### config.mk
export PLATFORM = sky130hd
export DESIGN_NAME = lzjbd_front
export DESIGN_NICKNAME = d
export VERILOG_FILES = /design/src/lzjbd_pkg.sv /design/src/lzjbd_front.sv
export SDC_FILE = /design/constraint.sdc
export NUM_CORES = 1
export LEC_CHECK = 0
export BUFFER_PORTS_ARGS = -buffer_cell sky130_fd_sc_hd__buf_2
export CORE_UTILIZATION = 55
export CTS_CLUSTER_SIZE = 30
export DETAILED_ROUTE_END_ITERATION = 16
export PLACE_DENSITY = 0.77
export SLEW_MARGIN = 10
export SYNTH_ARGS = -nofsm -noshare
export SYNTH_HDL_FRONTEND = slang
export SYNTH_SLANG_ARGS = --single-unit
### constraint.sdc
create_clock -name i_clk -period 9.1 [get_ports i_clk]
set_input_delay 1.365 -clock i_clk [delete_from_list [all_inputs] [get_ports i_clk]]
set_output_delay 1.365 -clock i_clk [all_outputs]
set_load 0.05 [all_outputs]
### src/lzjbd_pkg.sv
// Shared types and constants for the LZJB block decompressor.
// No dependencies.
package lzjbd_pkg;

    localparam int WINDOW_BYTES    = 1024;
    localparam int MAX_BLOCK_BYTES = 131072;
    localparam int OUT_LANES       = 2;
    localparam int LEN_BITS        = 6;
    localparam int LEN_BASE        = 3;
    localparam int CFG_W           = 18;
    localparam int QUEUE_DEPTH     = 4;

    localparam int WIN_AW      = $clog2(WINDOW_BYTES);
    localparam int OFF_W       = WIN_AW + 1;
    localparam int PROD_W      = $clog2(MAX_BLOCK_BYTES + 1);
    localparam int CNT_W       = (PROD_W > CFG_W) ? PROD_W : CFG_W;
    localparam int MATCH_LEN_W = $clog2((2 ** LEN_BITS) + LEN_BASE);
    localparam int VCNT_W      = $clog2(OUT_LANES + 1);
    localparam int QA_W        = $clog2(QUEUE_DEPTH);
    localparam int QC_W        = $clog2(QUEUE_DEPTH + 1);

    typedef struct packed {
        logic [7:0] in_byte;
        logic       new_block;
    } t_in_item;

    typedef struct packed {
        logic [7:0]        first_byte;
        logic [7:0]        second_byte;
        logic [VCNT_W-1:0] valid_count;
        logic              status;
        logic              last_of_run;
        logic              block_done;
    } t_out_item;

    typedef enum logic [1:0] {
        CMD_LIT   = 2'd0,
        CMD_MATCH = 2'd1,
        CMD_ERR   = 2'd2
    } t_cmd_kind;

    // One unit of work for the back end: a literal, a copy or an error.
    typedef struct packed {
        t_cmd_kind              kind;
        logic [7:0]             lit_byte;
        logic [MATCH_LEN_W-1:0] len;
        logic [OFF_W-1:0]       off;
        logic [WIN_AW-1:0]      wa;
        logic                   done;
    } t_cmd;

endpackage

### src/lzjbd_front.sv
// Front end: parses the compressed stream into literal/copy/error commands.
// Depends on lzjbd_pkg.
module lzjbd_front import lzjbd_pkg::*; (
    input  logic             i_clk,
    input  logic             i_rst_n,
    input  logic             i_accept,
    input  t_in_item         i_item,
    input  logic [CFG_W-1:0] i_out_length,
    output logic             o_cmd_valid,
    output t_cmd             o_cmd
);

    typedef enum logic [2:0] {
        PH_FLAG = 3'b001,
        PH_ITEM = 3'b010,
        PH_LOW  = 3'b100
    } t_phase;

    logic [CNT_W-1:0] r_produced, n_produced, c_produced;
    logic [7:0]       r_flag_bits, n_flag_bits, c_flag_bits;
    logic [2:0]       r_flag_pos, n_flag_pos, c_flag_pos;
    logic [7:0]       r_token_high, n_token_high, c_token_high;
    t_phase           r_phase, n_phase, c_phase;
    logic             r_halted, n_halted, c_halted;

    logic [CNT_W-1:0]       cfg_ext, lim, room;
    logic [MATCH_LEN_W-1:0] len_full;
    logic [WIN_AW-1:0]      off_low;
    logic [OFF_W-1:0]       off;
    logic [7:0]             b;
    t_phase                 item_phase;

    assign b        = i_item.in_byte;
    assign cfg_ext  = CNT_W'(i_out_length);
    assign lim      = (cfg_ext > CNT_W'(MAX_BLOCK_BYTES)) ? CNT_W'(MAX_BLOCK_BYTES) : cfg_ext;
    assign len_full = MATCH_LEN_W'(c_token_high[7:8-LEN_BITS]) + MATCH_LEN_W'(LEN_BASE);
    assign off_low  = WIN_AW'({c_token_high, b});
    assign off      = (off_low == '0) ? OFF_W'(WINDOW_BYTES) : OFF_W'(off_low);
    assign room     = lim - c_produced;

    always_comb begin
        // new_block clears block state ahead of the byte
        if (i_item.new_block) begin
            c_produced   = '0;
            c_flag_bits  = '0;
            c_flag_pos   = '0;
            c_token_high = '0;
            c_phase      = PH_FLAG;
            c_halted     = 1'b0;
        end else begin
            c_produced   = r_produced;
            c_flag_bits  = r_flag_bits;
            c_flag_pos   = r_flag_pos;
            c_token_high = r_token_high;
            c_phase      = r_phase;
            c_halted     = r_halted;
        end
    end

    assign item_phase = (&c_flag_pos) ? PH_FLAG : PH_ITEM;

    always_comb begin
        n_produced   = c_produced;
        n_flag_bits  = c_flag_bits;
        n_flag_pos   = c_flag_pos;
        n_token_high = c_token_high;
        n_phase      = c_phase;
        n_halted     = c_halted;
        o_cmd_valid  = 1'b0;
        o_cmd.kind     = CMD_LIT;
        o_cmd.lit_byte = b;
        o_cmd.len      = MATCH_LEN_W'(1);
        o_cmd.off      = off;
        o_cmd.wa       = WIN_AW'(c_produced);
        o_cmd.done     = 1'b0;
        if (!c_halted && (c_produced < lim)) begin
            case (c_phase)
                PH_ITEM: begin
                    if (c_flag_bits[c_flag_pos]) begin
                        n_token_high = b;
                        n_phase      = PH_LOW;
                    end else begin
                        o_cmd_valid = 1'b0 | 1'b1;
                        o_cmd.done  = (room == CNT_W'(1));
                        n_produced  = c_produced + CNT_W'(1);
                        n_halted    = (room == CNT_W'(1));
                        n_flag_pos  = c_flag_pos + 3'd1;
                        n_phase     = item_phase;
                    end
                end
                PH_LOW: begin
                    o_cmd_valid = 1'b1;
                    n_flag_pos  = c_flag_pos + 3'd1;
                    n_phase     = item_phase;
                    if (CNT_W'(off) > c_produced) begin
                        o_cmd.kind = CMD_ERR;
                        n_halted   = 1'b1;
                    end else begin
                        o_cmd.kind = CMD_MATCH;
                        // copy is cut at the block end
                        if (room <= CNT_W'(len_full)) begin
                            o_cmd.len  = MATCH_LEN_W'(room);
                            o_cmd.done = 1'b1;
                            n_produced = lim;
                            n_halted   = 1'b1;
                        end else begin
                            o_cmd.len  = len_full;
                            n_produced = c_produced + CNT_W'(len_full);
                        end
                    end
                end
                default: begin
                    n_flag_bits = b;
                    n_flag_pos  = '0;
                    n_phase     = PH_ITEM;
                end
            endcase
        end
    end

    always_ff @(posedge i_clk) begin
        if (!i_rst_n) begin
            r_produced   <= '0;
            r_flag_bits  <= '0;
            r_flag_pos   <= '0;
            r_token_high <= '0;
            r_phase      <= PH_FLAG;
            r_halted     <= 1'b0;
        end else if (i_accept) begin
            r_produced   <= n_produced;
            r_flag_bits  <= n_flag_bits;
            r_flag_pos   <= n_flag_pos;
            r_token_high <= n_token_high;
            r_phase      <= n_phase;
            r_halted     <= n_halted;
        end
    end

endmodule

==> results.md, run 1 <==
* Core area at 0.00924 mm²
* Arr. time, crit path at 6.63 ns
* Pre-Repair DR Iteration Count at 6
* RSZ-0062 raised after global routing: false
* Lkg Pwr at 0.00243 µW
* CTS Buffer Depth at 2
* Yosys top cell area share at 0.157
* Hold buffers post-CTS at 0
* Outcome: completed
* Syn_nets at 799
* Gr usage total at 0.364
* Setup TNS at 0 ns
* Most used DFF post-synth: dfxtp_1
* Cts repair resizes at 0
* Inserted Diodes at 0
* Placed insts at 876
* Worst path top cell family by delay: compound AO/OA/AOI/OAI gates
* Final setup fails at 0
* Crit-path max FO at 20
* Clock group share of total power at 0.325
* Critical Path Source Type: primary input
* DRC at 0
* Worst-path clk slew at 0.09 ns
* Layer with the highest usage: met2
* Yosys Warn Count at 0
* HP Class: flip-flop to flip-flop
* Final hold violation count at 0
* EDFF count, synth at 0
* Count leader, synth: nand2_1
* CTS tree: done
* Synth-to-Final Area Change at 7.80%
* Grt met1 use at 0.510
* Worst VDD drop at 0.0936 mV
* Final Max Slew Viols at 0
* Iteration-0 DRC Markers at 645
* Sw Ratio at 0.355
* CP max stage delay at 0.58 ns
* Final antenna-violating net count at 0
* Final net count at 833
* Max Cap Violations at 0
* Worst path required time at 7.74 ns
* Crit path cell chain: buf_2, nor4_1, nand4_1, o41ai_1, and2_1, ha_1, a31oi_1, nand2_1, xor2_1, ha_1, and4_1, a21oi_1, a21boi_0, o21ai_0, o2111a_1, nand3_2, a211oi_1, buf_2
* Die Y at 99.5 µm
* Routed length per instance at 20.6 µm
* Crit path max-delay cell type: o41ai_1
* Floorplan row count at 35
* Post CTS Setup Buffer Count at 0
* Async S/R FF share, synth at 0
* Mapped Cells at 720
* Worst setup path class: primary input to primary output
* Largest net degree at the start of global routing at 36
* Internal at 324 µW
* First-pass GRT wire length at 27900 µm
* Fin Clk Skew at 0.0153 ns
* Synth top cells by count: nand2_1 (75), nor2_1 (68), a21oi_1 (48), ha_1 (47), dfxtp_1 (41)
* Flop pwr share at 0.368
* Initial Util at 0.566
* DR vias at 5802
* Worst skew pair latency at 0.31 ns
* Cell Area, Synth at 0.00523 mm²
* #FFs+latches synth at 41
* Top cells by area, synth: dfxtp_1 (16%), ha_1 (11%), nand2_1 (5.4%)
* Synthesized area per cell at 7.26 µm²
* Setup ws final at 1.10 ns
* Finished Layout Cells at 884
* Drt total wl at 18200 µm
* Gate power share at 0.307
* Final Power at 502 µW
* Final HPWL DP at 14000 µm
* Final Critical Period at 8.00 ns
* Part of the cycle the worst path needs at 0.879
* Initial antenna violation count at 0
* Vias per cell at 6.56
* Grt met2 use at 0.560
* Bufs and invs on worst path at 2
* Layout cells sized above 1 at 0.135
* PwrDens at 89.1 mW/mm²
* H-tree depth at 2
* Cts bufs inserted at 5
* Final GP Congestion at 0.970
* Final core occ at 0.610
* Synth unique cells at 78
* Pre-CTS WS at 1.33 ns
* Clock root buffer: clkbuf_8
* Reg2reg setup slack at 4.06 ns
* Die ar. at 0.00990 mm²
* IO Port Bufs at 69
* Die span in x at 99.5 µm
* Synth area leader: dfxtp_1
* Crit. End Element: primary output
* GR Layer Usage met3 at 0.0583
* Sequential share of the synthesized area at 0.157
* CTS sink count at 41
* Boundary pin count at 70
* Sw Pwr at 178 µW
* Slew @ Worst Pin at 1.11 ns
* Vias in the first global route at 5174
* Rel. slew slack at 0.255
* GRT Residual Overflow at 0
* Fmax achieved at 125 MHz
## cell type report
type	instances	area, µm²
Fill cell	921	3610
Inverter	36	135
Clock buffer	7	86.3
Sequential cell	41	821
Clock inverter	1	30.0
Timing Repair Buffer	71	360
Multi-Input combinational cell	599	4040
Tap cell	129	161
## metal layers
layer / up-vias / share of wire
met5: - / 0
met4: 0 / 0.033
met3: 53 / 0.092
met2: 344 / 0.44
met1: 2699 / 0.43
li1: 2706 / -
## path summary, 6_finish.rpt
check,from,end,cells past startpoint
max,i_out_length[0],o_cmd[23],18
max reg2reg,r_produced[0]$_SDFFE_PN0P_,r_produced[3]$_SDFFE_PN0P_,16
min,r_produced[2]$_SDFFE_PN0P_,r_produced[2]$_SDFFE_PN0P_,2
min reg2reg,r_produced[2]$_SDFFE_PN0P_,r_produced[2]$_SDFFE_PN0P_,2
## flip-flops by register name, summed over array words and instances (netlist names)
| name | count |
|---|---|
| r_token_high | 8 |
| r_flag_bits | 8 |
| r_produced | 18 |
| r_flag_pos | 3 |
| r_phase | 3 |
| r_halted | 1 |
## cell usage in the layout, fill, tap and decap left out, types with 4 or more instances in the layout
cell type  count
nor2_1        68
o21ai_0       36
a31oi_1       18
and2_1        17
buf_2         69
nor3_1        10
ha_1          47
o21bai_1       4
inv_1         34
or4_1          4
o211ai_1       8
nand2_1       75
nand2b_1      10
and3_1         9
a21oi_1       48
a211oi_1      12
nor2b_1       26
and4_1         4
mux2i_1       17
nor4_1         9
nand4_1       13
xor2_1         9
a21o_1        19
a22oi_1       16
nand3_1       16
a211o_1        6
o21a_1         9
dfxtp_1       41
clkbuf_8       6
xnor2_1       18
o21ai_1        7
## power by group through the flow
stage / sequential [µW] / combinational (µW) / clock, µW
6_report: 185 / 154 / 163
5_1_grt: 185 / 167 / 169
4_1_cts: 185 / 151 / 158
3_5_place_dp: 189 / 149 / 0
3_3_place_gp: 188 / 146 / 0
2_1_floorplan: 188 / 112 / 0
## cell families after synthesis
family / after synthesis / synth area share
compound gates: 222 / 0.286
mux: 21 / 0.0440
xor+xnor: 27 / 0.0452
buf+inv: 80 / 0.0711
flops: 41 / 0.157
simple gates: 280 / 0.276
fa+ha+maj: 49 / 0.120
## per-stage QoR
step / area [µm²] / hold WS (ns)
2_1_floorplan: 5230 / 0.439
3_3_place_gp: 5520 / 0.454
3_5_place_dp: 5520 / 0.472
4_1_cts: 5630 / 0.490
5_1_grt: 5630 / 0.543
6_report: 5630 / 0.504
## worst register-to-register path: stages, from the launching register on
cell	delay, ns
dfxtp_1	0.37
nor2b_1	0.57
ha_1	0.28
inv_1	0.06
fa_1	0.41
a21o_1	0.23
a21oi_1	0.18
xnor2_1	0.21
ha_1	0.29
and4_1	0.22
a21oi_1	0.14
a21boi_0	0.09
o21ai_0	0.32
o2111a_1	0.37
nand3_2	0.50
mux2i_1	0.56
a211oi_1	0.14
Power figures use the tool's default switching activity.
==> run 2: changes to the inputs <==
- ABC_AREA: default -> 1
- PLACE_DENSITY: 0.77 -> 0.76
- clock period: 9.1 -> 8.09 ns (I/O delays scaled with it)
==> run 2 against run 1 <==
  * Clock-buffer cell count is the same
  * Routed wire length shrank 3.7%
  * First-iteration DRC count grew 14%
==> results.md, run 2 <==
* Layout cells sized above 1 at 0.115 (was 0.135)
* Iteration-0 DRC Markers at 738 (was 645)
* Vias in the first global route at 5796 (was 5174)
* Synth area leader: nand2_1 (was dfxtp_1)
* Multi-input logic area at 0.00407 mm² (was 0.00404 mm²)
* Final antenna-violating net count at 0 (unchanged)
* Synth-to-Final Area Change at 6.88% (was 7.80%)
* Final setup fails at 0 (unchanged)
* Worst hold path endpoint: r_flag_bits[0]$_SDFFE_PN0P_ (was r_produced[2]$_SDFFE_PN0P_)
* Cts repair resizes at 0 (unchanged)
* Arr. time, crit path at 6.40 ns (was 6.63 ns)
* Yosys top cell area share at 0.185 (was 0.157)
* Routed length per instance at 14.8 µm (was 20.6 µm)
* Reg-to-reg critical path startpoint: r_produced[5]$_SDFFE_PN0P_ (was r_produced[0]$_SDFFE_PN0P_)
* Most used DFF post-synth: dfxtp_1 (unchanged)
* Vias per cell at 5.55 (was 6.56)
* Lkg Pwr at 0.00325 µW (was 0.00243 µW)
* CTS sink count at 41 (unchanged)
* Fin Clk Skew at 0.0137 ns (was 0.0153 ns)
* Final hold violation count at 0 (unchanged)
* DRC at 0 (unchanged)
* Slew @ Worst Pin at 0.915 ns (was 1.11 ns)
* CTS Buffer Depth at 2 (unchanged)
* Top cells by area, synth: nand2_1 (18%), dfxtp_1 (14%), ha_1 (10%) (was dfxtp_1 (16%), ha_1 (11%), nand2_1 (5.4%))
* Syn_nets at 1090 (was 799)
* Worst path required time at 6.88 ns (was 7.74 ns)
* Part of the cycle the worst path needs at 0.941
* Final net count at 1124 (was 833)
* Pre-Repair DR Iteration Count at 6 (unchanged)
* Yosys Warn Count at 0 (unchanged)
* Crit. End Element: primary output (unchanged)
* Synth top cells by count: nand2_1 (285), inv_1 (156), a21oi_1 (96), nand3_1 (78), nor2_1 (64) (was nand2_1 (75), nor2_1 (68), a21oi_1 (48), ha_1 (47), dfxtp_1 (41))
* Max Cap Violations at 0 (unchanged)
* Final Critical Period at 7.61 ns
* Final instance area at 0.00618 mm² (was 0.00563 mm²)
* Critical Path Source Type: primary input (unchanged)
* Clock root buffer: clkbuf_8 (unchanged)
* Worst R2R Path Depth at 24 (was 16)
* Reg area at 821 µm² (unchanged)
* Die ar. at 0.0109 mm² (was 0.00990 mm²)
* Hold Path Origin: r_flag_bits[0]$_SDFFE_PN0P_ (was r_produced[2]$_SDFFE_PN0P_)
* Synth unique cells at 43 (was 78)
* Fillcell total at 1081 (was 921)
* Mapped Cells at 1011 (was 720)
* EDFF count, synth at 0 (unchanged)
* Max reg flops at 18 (unchanged)
* CP max stage delay at 0.62 ns (was 0.58 ns)
* IO Port Bufs at 69 (unchanged)
* Worst setup path class: primary input to primary output (unchanged)
* Post-Place Cell Area at 0.00606 mm² (was 0.00552 mm²)
* PwrDens at 109 mW/mm² (was 89.1 mW/mm²)
* Die span in x at 105 µm (was 99.5 µm)
* RSZ-0062 raised after global routing: false (unchanged)
* DR vias at 6555 (was 5802)
* CTS tree: done (unchanged)
* Cts bufs inserted at 5 (unchanged)
* GRT Residual Overflow at 0 (unchanged)
* Hold Crit Depth at 2 (unchanged)
* Most used cell along the critical path: nand2_1
* Die Y at 105 µm (was 99.5 µm)
* Floorplan row count at 37 (was 35)
* Largest net degree at the start of global routing at 55 (was 36)
* Post CTS Setup Buffer Count at 0 (unchanged)
* Reg2reg setup slack at 3.76 ns (was 4.06 ns)
* Initial antenna violation count at 0 (unchanged)
* Worst-path clk slew at 0.08 ns (was 0.09 ns)
* HP Class: flip-flop to flip-flop (unchanged)
* Boundary pin count at 70 (unchanged)
* Hold buffers post-CTS at 0 (unchanged)
* Sequential share of the synthesized area at 0.142 (was 0.157)
* Outcome: completed (unchanged)
* Drt total wl at 17500 µm (was 18200 µm)
* Gr usage total at 0.325 (was 0.364)
* #FFs+latches synth at 41 (unchanged)
* Async S/R FF share, synth at 0 (unchanged)
* Synthesized area per cell at 5.72 µm² (was 7.26 µm²)
* H-tree depth at 2 (unchanged)
* Crit-path max FO at 19 (was 20)
* Final GP Congestion at 0.981 (was 0.970)
* Most frequent cells in the layout: nand2_1 (285), inv_1 (156), a21oi_1 (96) (was nand2_1 (75), buf_2 (69), nor2_1 (68))
* Final HPWL DP at 13600 µm (was 14000 µm)
* Core area at 0.0103 mm² (was 0.00924 mm²)
* Inserted Diodes at 0 (unchanged)
* Setup TNS at 0 ns (unchanged)
* Commonest non-fill, non-tap cell in the layout: nand2_1 (unchanged)
* Final Max Slew Viols at 0 (unchanged)
* Count leader, synth: nand2_1 (unchanged)
* Worst R2R End: r_produced[6]$_SDFFE_PN0P_ (was r_produced[3]$_SDFFE_PN0P_)
* Cell Area, Synth at 0.00578 mm² (was 0.00523 mm²)
* Largest register by flop count: r_produced (unchanged)
* Fmax achieved at 131 MHz
* Initial Util at 0.563 (was 0.566)
* Worst skew pair latency at 0.31 ns (about the same)
* First-pass GRT wire length at 28700 µm (was 27900 µm)
* Biggest regs: r_produced x18, r_flag_bits x8, r_token_high x8 (unchanged)
* Worst VDD drop at 0.0985 mV (was 0.0936 mV)
* Rel. slew slack at 0.389 (was 0.255)
* Crit path max-delay cell type: nor4_1 (was o41ai_1)
-- run 2: cell type report --
type	count	area share
clock buffer	7	0.0140
timing repair buffer	73	0.0607
sequential	41	0.133
tap	136	0.0275
clock inverter	1	0.00486
inverter	165	0.101
multi-input combinational	759	0.659
-- run 2: worst max-delay path: cells and delay by family --
family,cells,cell delay (ns)
AO/OA/AOI/OAI,4,0.88
AND/OR/NAND/NOR,14,2.30
buffers and inverters,6,1.05
XOR/XNOR,1,0.25
adder cells (fa/ha/maj),3,0.68
-- run 2: power breakdown --
group | switching, µW | leakage (µW) | internal (µW)
Sequential | 5.57 | 0.000336 | 212
Clock | 83.7 | 0.0000585 | 101
Combinational | 186 | 0.00286 | 83.3
-- run 2: worst max path at each step --
| stage | from | depth (start not counted) | slack, ns | end |
|---|---|---|---|---|
| 2_1_floorplan | i_item[0] | 16 | 0.59 | o_cmd[23] |
| 3_3_place_gp | i_out_length[0] | 28 | 0.74 | o_cmd[0] |
| 3_5_place_dp | i_out_length[0] | 28 | 0.63 | o_cmd[0] |
| 4_1_cts | i_out_length[0] | 28 | 0.61 | o_cmd[0] |
| 5_1_grt | i_out_length[0] | 28 | 0.04 | o_cmd[0] |
| 6_report | i_out_length[0] | 28 | 0.48 | o_cmd[0] |
-- run 2: kinds of logic (layout without fill, tap and decap cells) --
group,count (synthesis),after routing,synth area share
simple gates,503,503,0.390
buf+inv,211,246,0.154
compound gates,181,181,0.167
fa+ha+maj,49,49,0.109
flops,41,41,0.142
xor+xnor,26,26,0.0394
-- run 2: metal layers --
| layer | share of wire | wire length, µm | vias to the layer above | track usage |
|---|---|---|---|---|
| met5 | 0 | 0 | - | 0 |
| met4 | 0.025 | 433 | 0 | 0.111 |
| met3 | 0.088 | 1540 | 35 | 0.0324 |
| met2 | 0.44 | 7690 | 301 | 0.506 |
| met1 | 0.45 | 7880 | 2897 | 0.465 |
| li1 | - | - | 3322 | - |
-- run 2: per-stage QoR --
stage	power, µW	setup slack (ns)	hold WS [ns]	util	instances
6_report	671	0.479	0.465	0.601	1182
5_1_grt	715	0.0450	0.481	0.601	1182
4_1_cts	669	0.609	0.468	0.601	1182
3_5_place_dp	487	0.630	0.456	0.590	1174
3_3_place_gp	486	0.737	0.452	0.590	1174
2_1_floorplan	432	0.591	0.445	-	1011
