[config.mk]
export PLATFORM = sky130hd
export DESIGN_NAME = lzjbd_fifo
export DESIGN_NICKNAME = d
export VERILOG_FILES = /design/src/lzjbd_pkg.sv /design/src/lzjbd_fifo.sv
export SDC_FILE = /design/constraint.sdc
export NUM_CORES = 1
export LEC_CHECK = 0
export BUFFER_PORTS_ARGS = -buffer_cell sky130_fd_sc_hd__buf_4
export CAP_MARGIN = 40
export CELL_PAD_IN_SITES_DETAIL_PLACEMENT = 0
export CELL_PAD_IN_SITES_GLOBAL_PLACEMENT = 1
export CORE_MARGIN = 1.5
export CORE_UTILIZATION = 27
export DETAILED_ROUTE_END_ITERATION = 12
export PLACE_DENSITY = 0.45
export SLEW_MARGIN = 40
export SYNTH_ARGS = -nofsm -noshare
export SYNTH_HDL_FRONTEND = slang
export SYNTH_SLANG_ARGS = --single-unit
[constraint.sdc]
create_clock -name i_clk -period 5 [get_ports i_clk]
set_input_delay 0.25 -clock i_clk [delete_from_list [all_inputs] [get_ports i_clk]]
set_output_delay 0.25 -clock i_clk [all_outputs]
set_load 0.02 [all_outputs]
[src/lzjbd_pkg.sv]
// Shared types and constants for the LZJB block decompressor.
// No dependencies.
package lzjbd_pkg;

    localparam int WINDOW_BYTES    = 1024;
    localparam int MAX_BLOCK_BYTES = 131072;
    localparam int OUT_LANES       = 2;
    localparam int LEN_BITS        = 6;
    localparam int LEN_BASE        = 3;
    localparam int CFG_W           = 18;
    localparam int QUEUE_DEPTH     = 4;

    localparam int WIN_AW      = $clog2(WINDOW_BYTES);
    localparam int OFF_W       = WIN_AW + 1;
    localparam int PROD_W      = $clog2(MAX_BLOCK_BYTES + 1);
    localparam int CNT_W       = (PROD_W > CFG_W) ? PROD_W : CFG_W;
    localparam int MATCH_LEN_W = $clog2((2 ** LEN_BITS) + LEN_BASE);
    localparam int VCNT_W      = $clog2(OUT_LANES + 1);
    localparam int QA_W        = $clog2(QUEUE_DEPTH);
    localparam int QC_W        = $clog2(QUEUE_DEPTH + 1);

    typedef struct packed {
        logic [7:0] in_byte;
        logic       new_block;
    } t_in_item;

    typedef struct packed {
        logic [7:0]        first_byte;
        logic [7:0]        second_byte;
        logic [VCNT_W-1:0] valid_count;
        logic              status;
        logic              last_of_run;
        logic              block_done;
    } t_out_item;

    typedef enum logic [1:0] {
        CMD_LIT   = 2'd0,
        CMD_MATCH = 2'd1,
        CMD_ERR   = 2'd2
    } t_cmd_kind;

    // One unit of work for the back end: a literal, a copy or an error.
    typedef struct packed {
        t_cmd_kind              kind;
        logic [7:0]             lit_byte;
        logic [MATCH_LEN_W-1:0] len;
        logic [OFF_W-1:0]       off;
        logic [WIN_AW-1:0]      wa;
        logic                   done;
    } t_cmd;

endpackage

[src/lzjbd_fifo.sv]
// Command queue between front and back ends.
// Depends on lzjbd_pkg.
module lzjbd_fifo import lzjbd_pkg::*; (
    input  logic i_clk,
    input  logic i_rst_n,
    input  logic i_push,
    input  t_cmd i_data,
    input  logic i_pop,
    output logic o_full,
    output logic o_valid,
    output t_cmd o_head
);

    t_cmd            r_slot [QUEUE_DEPTH];
    logic [QA_W-1:0] r_wp, r_rp;
    logic [QC_W-1:0] r_count;

    assign o_full  = (r_count == QC_W'(QUEUE_DEPTH));
    assign o_valid = (r_count != '0);
    assign o_head  = r_slot[r_rp];

    always_ff @(posedge i_clk) begin
        if (i_push) begin
            r_slot[r_wp] <= i_data;
        end
    end

    always_ff @(posedge i_clk) begin
        if (!i_rst_n) begin
            r_wp    <= '0;
            r_rp    <= '0;
            r_count <= '0;
        end else begin
            if (i_push) begin
                r_wp <= (r_wp == QA_W'(QUEUE_DEPTH - 1)) ? '0 : r_wp + QA_W'(1);
            end
            if (i_pop) begin
                r_rp <= (r_rp == QA_W'(QUEUE_DEPTH - 1)) ? '0 : r_rp + QA_W'(1);
            end
            if (i_push && !i_pop) begin
                r_count <= r_count + QC_W'(1);
            end else if (!i_push && i_pop) begin
                r_count <= r_count - QC_W'(1);
            end
        end
    end

endmodule

==> summary.md, run 1 <==
| Metric | Value |
|---|---|
| Number of DRC violations after detailed-routing iteration 0 | `roughly 130` |
| Share of post-route cells with drive strength above 1 | `between 40 and 50%` |
| Total wirelength of the detailed-routed design | `11.8 mm` |
| Max Root-Sink Buffers | `2` |
| Critical Path End | `o_head[28]` |
| Number of ports placed on the die boundary | `84` |
| Signed area change from the synthesized netlist to the final layout | `25.9%` |
| Final estimated routing congestion in global placement | `~0.6` |
| Slew HR | `between 60% and 70%` |
| Capture instance of the worst register-to-register path | `r_slot[3][9]$_DFFE_PP_` |
| Static leakage | `roughly 2.6 nW` |
| Timing-limited maximum frequency | `about 430 MHz` |
| Die width | `between 150 and 200 um` |
| Maximum number of pins on one net before global-route repair | `30` |
| Register clock-pin slew on the reported worst setup and hold paths | `approximately 0.060 ns` |
| Post-Synthesis Cells | `around 250` |
| # DRC | `7` |
| Initial DRT Pass Iterations | `10` |
| Antenna violations before repair | `0` |
| Worst Setup Start Kind | `register` |
| Required time at the endpoint of the critical path | `about 4.8 ns` |
| Number of maximum-capacitance constraint violations | `0` |
| CP Data Arrival Time | `just over 2 ns` |
| Hold Slack | `0.0361 ns` |
| Number of sinks on the clock net | `between 150 and 200` |
| Clock tree from TritonCTS | `built` |
| Total via count after detailed routing | `around 2.7k` |
| Setup slack on the worst flop-to-flop path | `approximately 3.2 ns` |
| Failing checks | `DRC` |
| Antenna diode instance count | `0` |
| Count of buffers from port buffering | `83` |
| Overall track demand over capacity in global routing | `10.7%` |
| Wire length per cell after detailed routing | `18.5 um` |
| Status | `complete, but fails checks` |
| Vias in the first global route | `3,019` |
| Clock network latency to the later pin of the worst-skew pair | `between 0.4 and 0.5 ns` |
| Row cnt | `54` |
| Transition at the pin with the smallest max-transition slack | `around 0.53 ns` |
| Post-route fraction of the period consumed by the critical path | `roughly 46%` |
| Antenna Violating Nets Remaining | `0` |
| CTS Buf Count | `17` |
| Floorplan core area | `approximately 22,000 um2` |
| Per-instance average area after synthesis | `24.6 um2` |
| Fin. Hold Viols | `0` |
| Buffers inserted during post-CTS setup optimization | `0` |
| Hpwl dp | `6.89 mm` |
| Setup crit end kind | `output port` |
| P per Cell Area | `roughly 420 nW/um2` |
| Maximum vdd ir drop | `roughly 190 uV` |
| Post-CTS sizing | `0` |
| Number of hold buffers added after CTS | `0` |
| Number of nets produced by synthesis | `~300` |
| Maximum clock skew at final layout | `0.00910 ns` |
| Die area | `~23,000 um2` |
| Post-synthesis instance area | `6080 um2` |
| Max FO, Critical Path | `20` |
| Worst Reg-to-Reg Cells | `3` |
| Total negative slack | `0 ns` |
| FF-to-FF Start | `r_wp[0]$_SDFFE_PN0P_` |
| Critical path class | `reg -> out` |
| Sequential cell area fraction in the yosys report | `roughly four fifths` |
| Minimum clock period | `approximately 2.3 ns` |
| Nets | `between 300 and 400` |
| Setup repair after global routing missed its margin | `false` |
| Die height | `153 um` |
| Number of library cell types mapped by synthesis | `22` |
| Most common library cell in the layout ignoring fill and taps | `sky130_fd_sc_hd__edfxtp_1` |
| Pins Over Slew Limit | `0` |
| Worst hold path stage count | `1` |
| Cell at the root of the clock tree | `sky130_fd_sc_hd__clkbuf_16` |
| Yosys warns | `0` |
| First-pass GRT wire length | `~18 mm` |
| Path class of the lowest-slack min-delay path | `in -> reg` |
| Global-route congestion overflow total | `0` |
| Number of fill cells | `just over 2k` |
| Most used cells in the layout excluding fill and tap cells | `156 x sky130_fd_sc_hd__edfxtp_1, 88 x sky130_fd_sc_hd__buf_4, 39 x sky130_fd_sc_hd__mux4_2, 17 x sky130_fd_sc_hd__clkbuf_16, 7 x sky130_fd_sc_hd__dfxtp_1` |
| Setup violators final | `0` |
| Flip-flop and latch count after synthesis | `165` |
| Post-detailed-route via-to-cell ratio | `about 4.3` |
| Initial standard-cell utilization of the core | `approximately 28%` |
| Count of H-tree levels built during CTS | `4` |
==> cell usage after synthesis <==
master / number / area (um2)
sky130_fd_sc_hd__o21a_1: 1 / 7.51
sky130_fd_sc_hd__mux2i_1: 4 / 40.0
sky130_fd_sc_hd__fa_1: 1 / 20.0
sky130_fd_sc_hd__inv_1: 4 / 15.0
sky130_fd_sc_hd__nor3b_1: 1 / 7.51
sky130_fd_sc_hd__xnor2_1: 1 / 8.76
sky130_fd_sc_hd__nor2_1: 1 / 3.75
sky130_fd_sc_hd__or3_1: 2 / 12.5
sky130_fd_sc_hd__xor2_1: 1 / 8.76
sky130_fd_sc_hd__mux4_2: 39 / 878
sky130_fd_sc_hd__edfxtp_1: 156 / 4680
sky130_fd_sc_hd__o21ai_0: 1 / 5.00
sky130_fd_sc_hd__nor3_1: 1 / 5.00
sky130_fd_sc_hd__buf_6: 2 / 22.5
sky130_fd_sc_hd__clkbuf_1: 2 / 7.51
sky130_fd_sc_hd__dfxtp_1: 9 / 180
sky130_fd_sc_hd__and2_1: 5 / 31.3
sky130_fd_sc_hd__buf_2: 2 / 10.0
sky130_fd_sc_hd__nor2b_1: 5 / 31.3
sky130_fd_sc_hd__a21boi_0: 1 / 7.51
sky130_fd_sc_hd__buf_4: 2 / 15.0
sky130_fd_sc_hd__ha_1: 6 / 75.1
==> kinds of logic after synthesis <==
family                     count (synthesis)  synth area share (%)
and+or+nand+nor                           15                  1.50
xor gates and xnor gates                   2                 0.288
DFF                                      165                  80.0
AOI/OAI and AO/OA                          3                 0.329
muxes                                     43                  15.1
buffers and inverters                     12                  1.15
adders and majority gates                  7                  1.56
==> worst max-delay path, stage by stage, from the launching register on <==
cell and delay, ns:
sky130_fd_sc_hd__dfxtp_4 0.64, sky130_fd_sc_hd__buf_12 0.27, sky130_fd_sc_hd__mux4_2 0.55, sky130_fd_sc_hd__buf_4 0.18
==> worst min-delay path by stage <==
| stage | from | endpoint | slack, ns |
|---|---|---|---|
| CTS | i_data[3] | r_slot[2][3]$_DFFE_PP_ | 0.01 |
| floorplan | i_data[0] | r_slot[0][0]$_DFFE_PP_ | 0.35 |
| finish | i_data[32] | r_slot[0][32]$_DFFE_PP_ | 0.04 |
| global placement | i_data[13] | r_slot[0][13]$_DFFE_PP_ | 0.45 |
| detailed placement | i_data[3] | r_slot[3][3]$_DFFE_PP_ | 0.45 |
| global route | i_data[28] | r_slot[2][28]$_DFFE_PP_ | 0.006 |
==> final cells by class <==
type	count	area, um2	share of cell area [%]
Multi-Input combinational cell	70	1150	15.0
Tap cell	280	350	4.58
Clock buffer	19	433	5.66
Sequential cell	165	4870	63.6
Clock inverter	12	155	2.03
Inverter	4	15.0	0.196
Timing Repair Buffer	89	681	8.90
==> per-stage QoR <==
stage               power [mW]  util, %  std cells  worst slack, ns  cell area (um2)
global route              3.36     34.8        639             2.52             7650
global placement          1.98     32.1        607             2.91             7040
CTS                       3.29     34.8        639             2.59             7650
finish                    3.23     34.8        639             2.68             7650
detailed placement        1.98     32.2        608             3.04             7060
floorplan                 1.82        -        247             3.10             6080
==> state kept, by name (all words and copies together), names as in the netlist, named ones only <==
signal,cells
r_wp,2
r_rp,2
r_count,3
r_slot,156
==> where the power goes <==
group          switching [mW]  internal [mW]  leakage [nW]
logic                   0.174          0.158         0.787
clock network           0.507          0.784         0.286
registers              0.0283           1.58          1.51
==> routing by layer <==
metal | share of wire (%) | vias to the layer above | track usage (%)
li1 | - | 1236 | -
met1 | 45 | 1415 | 13.1
met2 | 50 | 63 | 17.7
met3 | 4.8 | 5 | 3.88
met4 | 0.59 | 0 | 2.94
met5 | 0 | - | 0
Power figures use the tool's default switching activity.
==> run 2: changes to the inputs <==
ABC_AREA = 1   (was unset)
PLACE_DENSITY = 0.47   (was 0.45)
clock period = 2.2 ns   (was 5 ns; I/O delays follow)
==> run 2 against run 1 <==
Against the previous run: largest power group unchanged; highest routed layer unchanged; the run now ends clean; synthesized cell count rose by 77%; critical path depth grew 1; count of clock-buffer cells in the layout is 2 lower; routed wire length up 22%.
==> summary.md, run 2 <==
| Metric | Value |
|---|---|
| Worst Reg-to-Reg Cells | `5` |
| Number of ports placed on the die boundary | `84` |
| Number of flip-flops under the largest register name | `156` |
| Worst hold path stage count | `3` |
| Count of H-tree levels built during CTS | `4` |
| Capture instance of the worst register-to-register path | `r_slot[2][4]$_DFFE_PP_` |
| Biggest registers after layout | `r_slot x156, r_count x3` |
| Most common library cell in the layout ignoring fill and taps | `sky130_fd_sc_hd__edfxtp_1` |
| Buffers inserted during post-CTS setup optimization | `0` |
| Sequential cell area fraction in the yosys report | `~78%` |
| Number of fill cells | `approximately 2.2k` |
| Post-route cell area | `roughly 8000 um2` |
| CTS Buf Count | `17` |
| Post-synthesis instance area | `6250 um2` |
| Top Metal Used | `met4` |
| Most used cells in the layout excluding fill and tap cells | `156 x sky130_fd_sc_hd__edfxtp_1, 87 x sky130_fd_sc_hd__nor2_1, 87 x sky130_fd_sc_hd__buf_4, 79 x sky130_fd_sc_hd__o21ai_0, 40 x sky130_fd_sc_hd__dlygate4sd3_1` |
| Number of maximum-capacitance constraint violations | `0` |
| Total wirelength of the detailed-routed design | `14.4 mm` |
| Required time at the endpoint of the critical path | `between 2 and 2.5 ns` |
| Signed area change from the synthesized netlist to the final layout | `31.7%` |
| Number of library cell types mapped by synthesis | `23` |
| Row cnt | `between 50 and 60` |
| Worst Hold Path EP | `r_rp[1]$_SDFFE_PN0P_` |
| Vias in the first global route | `between 3k and 4k` |
| First-pass GRT wire length | `21.9 mm` |
| Count of placed standard cells including taps | `just under 800` |
| Maximum vdd ir drop | `approximately 560 uV` |
| Critical path class | `reg -> out` |
| Transition at the pin with the smallest max-transition slack | `about 0.5 ns` |
| Count of buffers from port buffering | `83` |
| Timing-limited maximum frequency | `508 MHz` |
| Met3 Routed Length | `slightly below 600 um` |
| P per Cell Area | `a little over 900 nW/um2` |
| Cell at the root of the clock tree | `sky130_fd_sc_hd__clkbuf_16` |
| Maximum number of pins on one net before global-route repair | `46` |
| Maximum clock skew at final layout | `between 0.01 and 0.015 ns` |
| Path class of the lowest-slack min-delay path | `in -> reg` |
| Flip-flop and latch count after synthesis | `165` |
| Most common cell in the netlist | `sky130_fd_sc_hd__edfxtp_1` |
| Post-place instance area | `7210 um2` |
| Antenna Violating Nets Remaining | `0` |
| Antenna diode instance count | `0` |
| Nets | `roughly 600` |
| Library cell contributing the largest single delay on the critical path | `sky130_fd_sc_hd__dfxtp_4` |
| EDFF count, synth | `between 150 and 200` |
| Post-detailed-route via-to-cell ratio | `4.49` |
| Delay of the slowest cell on the worst path | `0.49 ns` |
| Setup crit end kind | `output port` |
| Post-route fraction of the period consumed by the critical path | `approximately 90%` |
| Die height | `155 um` |
| Hpwl dp | `about 8 mm` |
| Largest register by flop count | `r_slot` |
| Global-route congestion overflow total | `0` |
| FF-to-FF Start | `r_wp[0]$_SDFFE_PN0P_` |
| Clock tree from TritonCTS | `built` |
| Fraction of synthesized cell area taken by the top area cell type | `approximately 75%` |
| Ordered cell list for the critical path | `buf_4, o21ai_0, o22ai_1, buf_4` |
| Overall track demand over capacity in global routing | `12.3%` |
| Post-Synthesis Cells | `between 400 and 500` |
| Hold Slack | `between 0.02 and 0.03 ns` |
| Static leakage | `approximately 2.9 nW` |
| Number of sinks on the clock net | `~170` |
| Hold path start | `i_pop` |
| Most common library cells after synthesis | `156 x sky130_fd_sc_hd__edfxtp_1, 87 x sky130_fd_sc_hd__nor2_1, 79 x sky130_fd_sc_hd__o21ai_0` |
| Yosys warns | `0` |
| Number of nets produced by synthesis | `488` |
| Antenna violations before repair | `0` |
| Max FO, Critical Path | `23` |
| Fin. Hold Viols | `0` |
| Routed length on met2 | `about 6.9 mm` |
| Setup violators final | `0` |
| Register clock-pin slew on the reported worst setup and hold paths | `roughly 0.06 ns` |
| Cell with the most instances on the worst path | `sky130_fd_sc_hd__buf_4` |
| CP Data Arrival Time | `1.86 ns` |
| # DRC | `0` |
| Die width | `155 um` |
| Worst Setup Start Kind | `register` |
| Total negative slack | `0 ns` |
| Most frequently used flop master after synthesis | `sky130_fd_sc_hd__edfxtp_1` |
| Minimum clock period | `1.97 ns` |
| Wire length per cell after detailed routing | `16.7 um` |
| Setup slack on the worst flop-to-flop path | `slightly above 0.8 ns` |
| Initial DRT Pass Iterations | `4` |
| Max Root-Sink Buffers | `2` |
| Initial standard-cell utilization of the core | `between 20% and 30%` |
| Status | `complete, no violations` |
| Share of post-route cells with drive strength above 1 | `between 20% and 30%` |
| Slew HR | `about 67%` |
| Per-instance average area after synthesis | `14.3 um2` |
| Share of flip-flops with an asynchronous set or reset | `0%` |
| Setup repair after global routing missed its margin | `false` |
| Final estimated routing congestion in global placement | `0.701` |
| Finished Layout Cells | `around 860` |
| Clock network latency to the later pin of the worst-skew pair | `0.41 ns` |
| Total via count after detailed routing | `3,868` |
| Die area | `24,100 um2` |
| Top cell type by total area after synthesis | `sky130_fd_sc_hd__edfxtp_1` |
| Number of DRC violations after detailed-routing iteration 0 | `~260` |
| Floorplan core area | `approximately 23,000 um2` |
| Met1 wire length | `around 6.8 mm` |
| Top cells by area, synth | `sky130_fd_sc_hd__edfxtp_1 75%, sky130_fd_sc_hd__o21ai_0 6.3%, sky130_fd_sc_hd__nor2_1 5.2%, sky130_fd_sc_hd__o22ai_1 3.9%, sky130_fd_sc_hd__dfxtp_1 2.9%` |
| Pins Over Slew Limit | `0` |
-- run 2: cell types whose count changed after synthesis, sizes merged, moves of 3 or more --
cell,delta
nand2,+9
inv,+12
and2,-5
a21oi,+3
buf,+11
mux2i,-4
mux4,-39
clkbuf,+6
nor2,+86
nor2b,-5
o22ai,+39
o21ai,+80
-- run 2: layer usage --
layer  vias to the layer above  GRT usage (%)
met5                         -              0
met4                         0           4.35
met3                        12           3.59
met2                        73           19.3
met1                      1907           16.4
li1                       1876              -
-- run 2: area by class of cell --
cell class / instances / area, um2 / share of cell area (%)
Clock inverter: 14 / 185 / 2.25
Inverter: 16 / 62.6 / 0.760
Multi-Input combinational cell: 232 / 1150 / 14.0
Clock buffer: 17 / 425 / 5.17
Sequential cell: 165 / 4870 / 59.2
Timing Repair Buffer: 133 / 1170 / 14.3
Tap cell: 285 / 357 / 4.33
-- run 2: worst max path at each step --
stage                                   to  slack (ns)  depth (start not counted)
global route                    o_head[32]        0.05                          4
global placement                o_head[37]        0.56                          4
CTS                             o_head[37]        0.05                          4
floorplan           r_slot[3][0]$_DFFE_PP_        0.45                          3
detailed placement              o_head[37]        0.52                          4
finish                          o_head[35]        0.23                          4
-- run 2: repair_timing --
item | CTS | global route
endpoints found under the hold margin | 163 | 0
gates resized for setup | 0 | 1
hold buffers | 40 | 0
setup endpoints to repair | 0 | 3
-- run 2: critical path, delay by kind of cell, from the launching register on --
family                 cells  cell delay, ns
buffers and inverters      2            0.54
flip-flops                 1            0.49
AO/OA/AOI/OAI              2            0.41
-- run 2: where the power goes --
group	internal (mW)	switching (mW)	total, mW
Combinational	0.376	0.565	0.941
Clock	1.88	1.17	3.05
Sequential	3.58	0.0473	3.63
Total	5.84	1.78	7.62
-- run 2: through the flow --
step / utilization [%] / total power, mW / setup slack, ns
after floorplan: - / 4.17 / 0.450
after global placement: 31.9 / 4.59 / 0.563
after detailed placement: 31.9 / 4.60 / 0.519
after CTS: 36.3 / 7.73 / 0.0506
after global routing: 36.3 / 7.94 / 0.0481
final: 36.3 / 7.62 / 0.231
-- run 2: cell families (layout without fill, tap and decap cells) --
family                   Yosys count  count (layout)  synth area share [%]
flip-flops                       165             165                  77.9
AO/OA/AOI/OAI                    123             123                  10.6
buffers and inverters             41             180                  3.64
XOR/XNOR                           1               1                 0.140
AND/OR/NAND/NOR                  101             101                  6.19
adder cells (fa/ha/maj)            7               7                  1.52
==> run 3: changes to the inputs <==
MAX_ROUTING_LAYER = met4   (was unset)
==> run 3 against run 2 <==
Against the previous run: global-route usage is 0.39 points higher; largest cell class unchanged; clock power about the same; combinational power about the same; maximum frequency fell by 0.23%; register-to-register slack about the same; flip-flop and latch count is the same; via count shrank 0.34%; utilization stayed put; die area did not move; sequential power about the same.
==> summary.md, run 3 (synthesis results as in run 2) <==
| Metric | Value |
|---|---|
| Fraction of power consumed by the clock network | `40.1%` |
| Finished Layout Cells | `between 800 and 900` |
| Setup violators final | `0` |
| Register clock-pin slew on the reported worst setup and hold paths | `roughly 0.070 ns` |
| Worst Setup Start Kind | `register` |
| Critical path class | `reg -> out` |
| Number of flip-flops under the largest register name | `~160` |
| Net Sw Power | `between 1.5 and 2 mW` |
| Floorplan core area | `approximately 23,000 um2` |
| Internal power | `slightly below 6 mW` |
| Total via count after detailed routing | `between 3k and 4k` |
| Capture instance of the worst register-to-register path | `r_slot[2][4]$_DFFE_PP_` |
| Biggest registers after layout | `r_slot x156, r_count x3` |
| Setup repair after global routing missed its margin | `false` |
| Max FO, Critical Path | `23` |
| Antenna Violating Nets Remaining | `0` |
| Die area | `roughly 24,000 um2` |
| Timing-limited maximum frequency | `between 500 and 600 MHz` |
| CP Data Arrival Time | `roughly 1.9 ns` |
| Static leakage | `roughly 2.9 nW` |
| Maximum number of pins on one net before global-route repair | `46` |
| Setup crit end kind | `output port` |
| Hpwl dp | `8.01 mm` |
| Total wirelength of the detailed-routed design | `between 10 and 15 mm` |
| P per Cell Area | `about 930 nW/um2` |
| Number of maximum-capacitance constraint violations | `0` |
| Maximum clock skew at final layout | `roughly 0.0096 ns` |
| Most common library cell in the layout ignoring fill and taps | `sky130_fd_sc_hd__edfxtp_1` |
| Pins Over Slew Limit | `0` |
| Final estimated routing congestion in global placement | `0.709` |
| Minimum clock period | `a little under 2 ns` |
| Slew HR | `approximately two thirds` |
| Setup slack on the worst flop-to-flop path | `slightly above 0.8 ns` |
| Most used cells in the layout excluding fill and tap cells | `156 x sky130_fd_sc_hd__edfxtp_1, 87 x sky130_fd_sc_hd__nor2_1, 87 x sky130_fd_sc_hd__buf_4, 79 x sky130_fd_sc_hd__o21ai_0, 40 x sky130_fd_sc_hd__dlygate4sd3_1` |
| Nets | `slightly above 600` |
| Hold Slack | `around 0.024 ns` |
| Clock tree from TritonCTS | `built` |
| Count of buffers from port buffering | `slightly above 80` |
| Wire length per cell after detailed routing | `~17 um` |
| Switch share | `a little under a quarter` |
| Status | `complete, no violations` |
| Maximum vdd ir drop | `around 560 uV` |
| Largest register by flop count | `r_slot` |
| First-pass GRT wire length | `22.0 mm` |
| Fin. Hold Viols | `0` |
| Global-route congestion overflow total | `0` |
| Post-layout utilization of the core | `36.3%` |
| Die width | `155 um` |
| Share of total power in combinational logic | `12.3%` |
| Post-route total power | `7.63 mW` |
| Number of DRC violations after detailed-routing iteration 0 | `roughly 260` |
| Antenna violations before repair | `0` |
| Number of sinks on the clock net | `around 170` |
| Cell at the root of the clock tree | `sky130_fd_sc_hd__clkbuf_16` |
| Overall track demand over capacity in global routing | `12.7%` |
| Initial DRT Pass Iterations | `4` |
| Signed area change from the synthesized netlist to the final layout | `31.7%` |
| Post-detailed-route via-to-cell ratio | `4.47` |
| Share of power burned in registers | `between 40% and 50%` |
| Required time at the endpoint of the critical path | `~2.1 ns` |
| Total negative slack | `0 ns` |
| Path class of the lowest-slack min-delay path | `in -> reg` |
| Antenna diode instance count | `0` |
| Buffers inserted during post-CTS setup optimization | `0` |
| Vias in the first global route | `roughly 3.9k` |
| Transition at the pin with the smallest max-transition slack | `around 0.48 ns` |
| Post-route fraction of the period consumed by the critical path | `between 80% and 90%` |
| FF-to-FF Start | `r_wp[0]$_SDFFE_PN0P_` |
| Initial standard-cell utilization of the core | `between 20% and 30%` |
| CTS Buf Count | `17` |
| # DRC | `0` |
| Die height | `155 um` |
| Critical Path End | `o_head[35]` |
| Row cnt | `55` |
| Count of placed standard cells including taps | `~790` |
| Clock network latency to the later pin of the worst-skew pair | `roughly 0.41 ns` |
| Count of H-tree levels built during CTS | `4` |
| Share of post-route cells with drive strength above 1 | `between 20% and 30%` |
| Number of ports placed on the die boundary | `between 80 and 90` |
| Max Root-Sink Buffers | `2` |
| Worst Reg-to-Reg Cells | `5` |
## run 3: cell counts in the layout (fill, tap and decap cells not counted)
Identical to the previous run, type by type.
## run 3: metrics by stage
stage | setup WS [ns] | cell area, um2
6_report | 0.226 | 8230
5_1_grt | 0.0466 | 8230
4_1_cts | 0.0506 | 8230
3_5_place_dp | 0.519 | 7210
3_3_place_gp | 0.563 | 7210
2_1_floorplan | 0.450 | 6250
## run 3: layout make-up
class / instances / area, um2
timing repair buffer: 133 / 1170
tap: 285 / 357
fill: 2160 / 14400
inverter: 16 / 62.6
clock inverter: 14 / 185
sequential: 165 / 4870
multi-input combinational: 232 / 1150
clock buffer: 17 / 425
## run 3: per-layer routing
| metal | vias up | part of all wire [%] | track usage, % | wire (um) |
|---|---|---|---|---|
| met5 | - | 0 | - | 0 |
| met4 | 0 | 1.1 | 4.35 | 162 |
| met3 | 15 | 4.0 | 3.57 | 573 |
| met2 | 71 | 48 | 19.3 | 6840 |
| met1 | 1892 | 47 | 16.4 | 6770 |
| li1 | 1877 | - | - | - |
## run 3: power by group through the flow
stage	registers (mW)	logic, mW	clock network (mW)
CTS	3.63	0.963	3.13
finish	3.63	0.940	3.06
floorplan	3.68	0.489	0
global route	3.64	1.03	3.27
global placement	3.70	0.895	0
detailed placement	3.70	0.902	0
## run 3: repair_timing
| item | in CTS | in global routing |
|---|---|---|
| endpoints found under the setup margin | 0 | 3 |
| hold buffers | 40 | 0 |
| endpoints found under the hold margin | 163 | 0 |
| resized for setup | 0 | 1 |
## run 3: worst max-delay path, cell delays in order (launching register included)
cell	delay, ns
sky130_fd_sc_hd__dfxtp_4	0.49
sky130_fd_sc_hd__buf_4	0.34
sky130_fd_sc_hd__o21ai_0	0.14
sky130_fd_sc_hd__o22ai_1	0.28
sky130_fd_sc_hd__buf_4	0.20
## run 3: how the worst min path moves through the flow
stage | startpoint | end | slack [ns] | cells past startpoint
after floorplan | i_data[0] | r_slot[0][0]$_DFFE_PP_ | 0.21 | 0
after global placement | i_data[18] | r_slot[1][18]$_DFFE_PP_ | 0.31 | 1
after detailed placement | i_data[21] | r_slot[3][21]$_DFFE_PP_ | 0.31 | 1
after CTS | i_pop | register | 0.006 | 3
after global routing | i_pop | r_rp[1]$_SDFFE_PN0P_ | 0.02 | 3
final | i_pop | r_rp[1]$_SDFFE_PN0P_ | 0.02 | 3
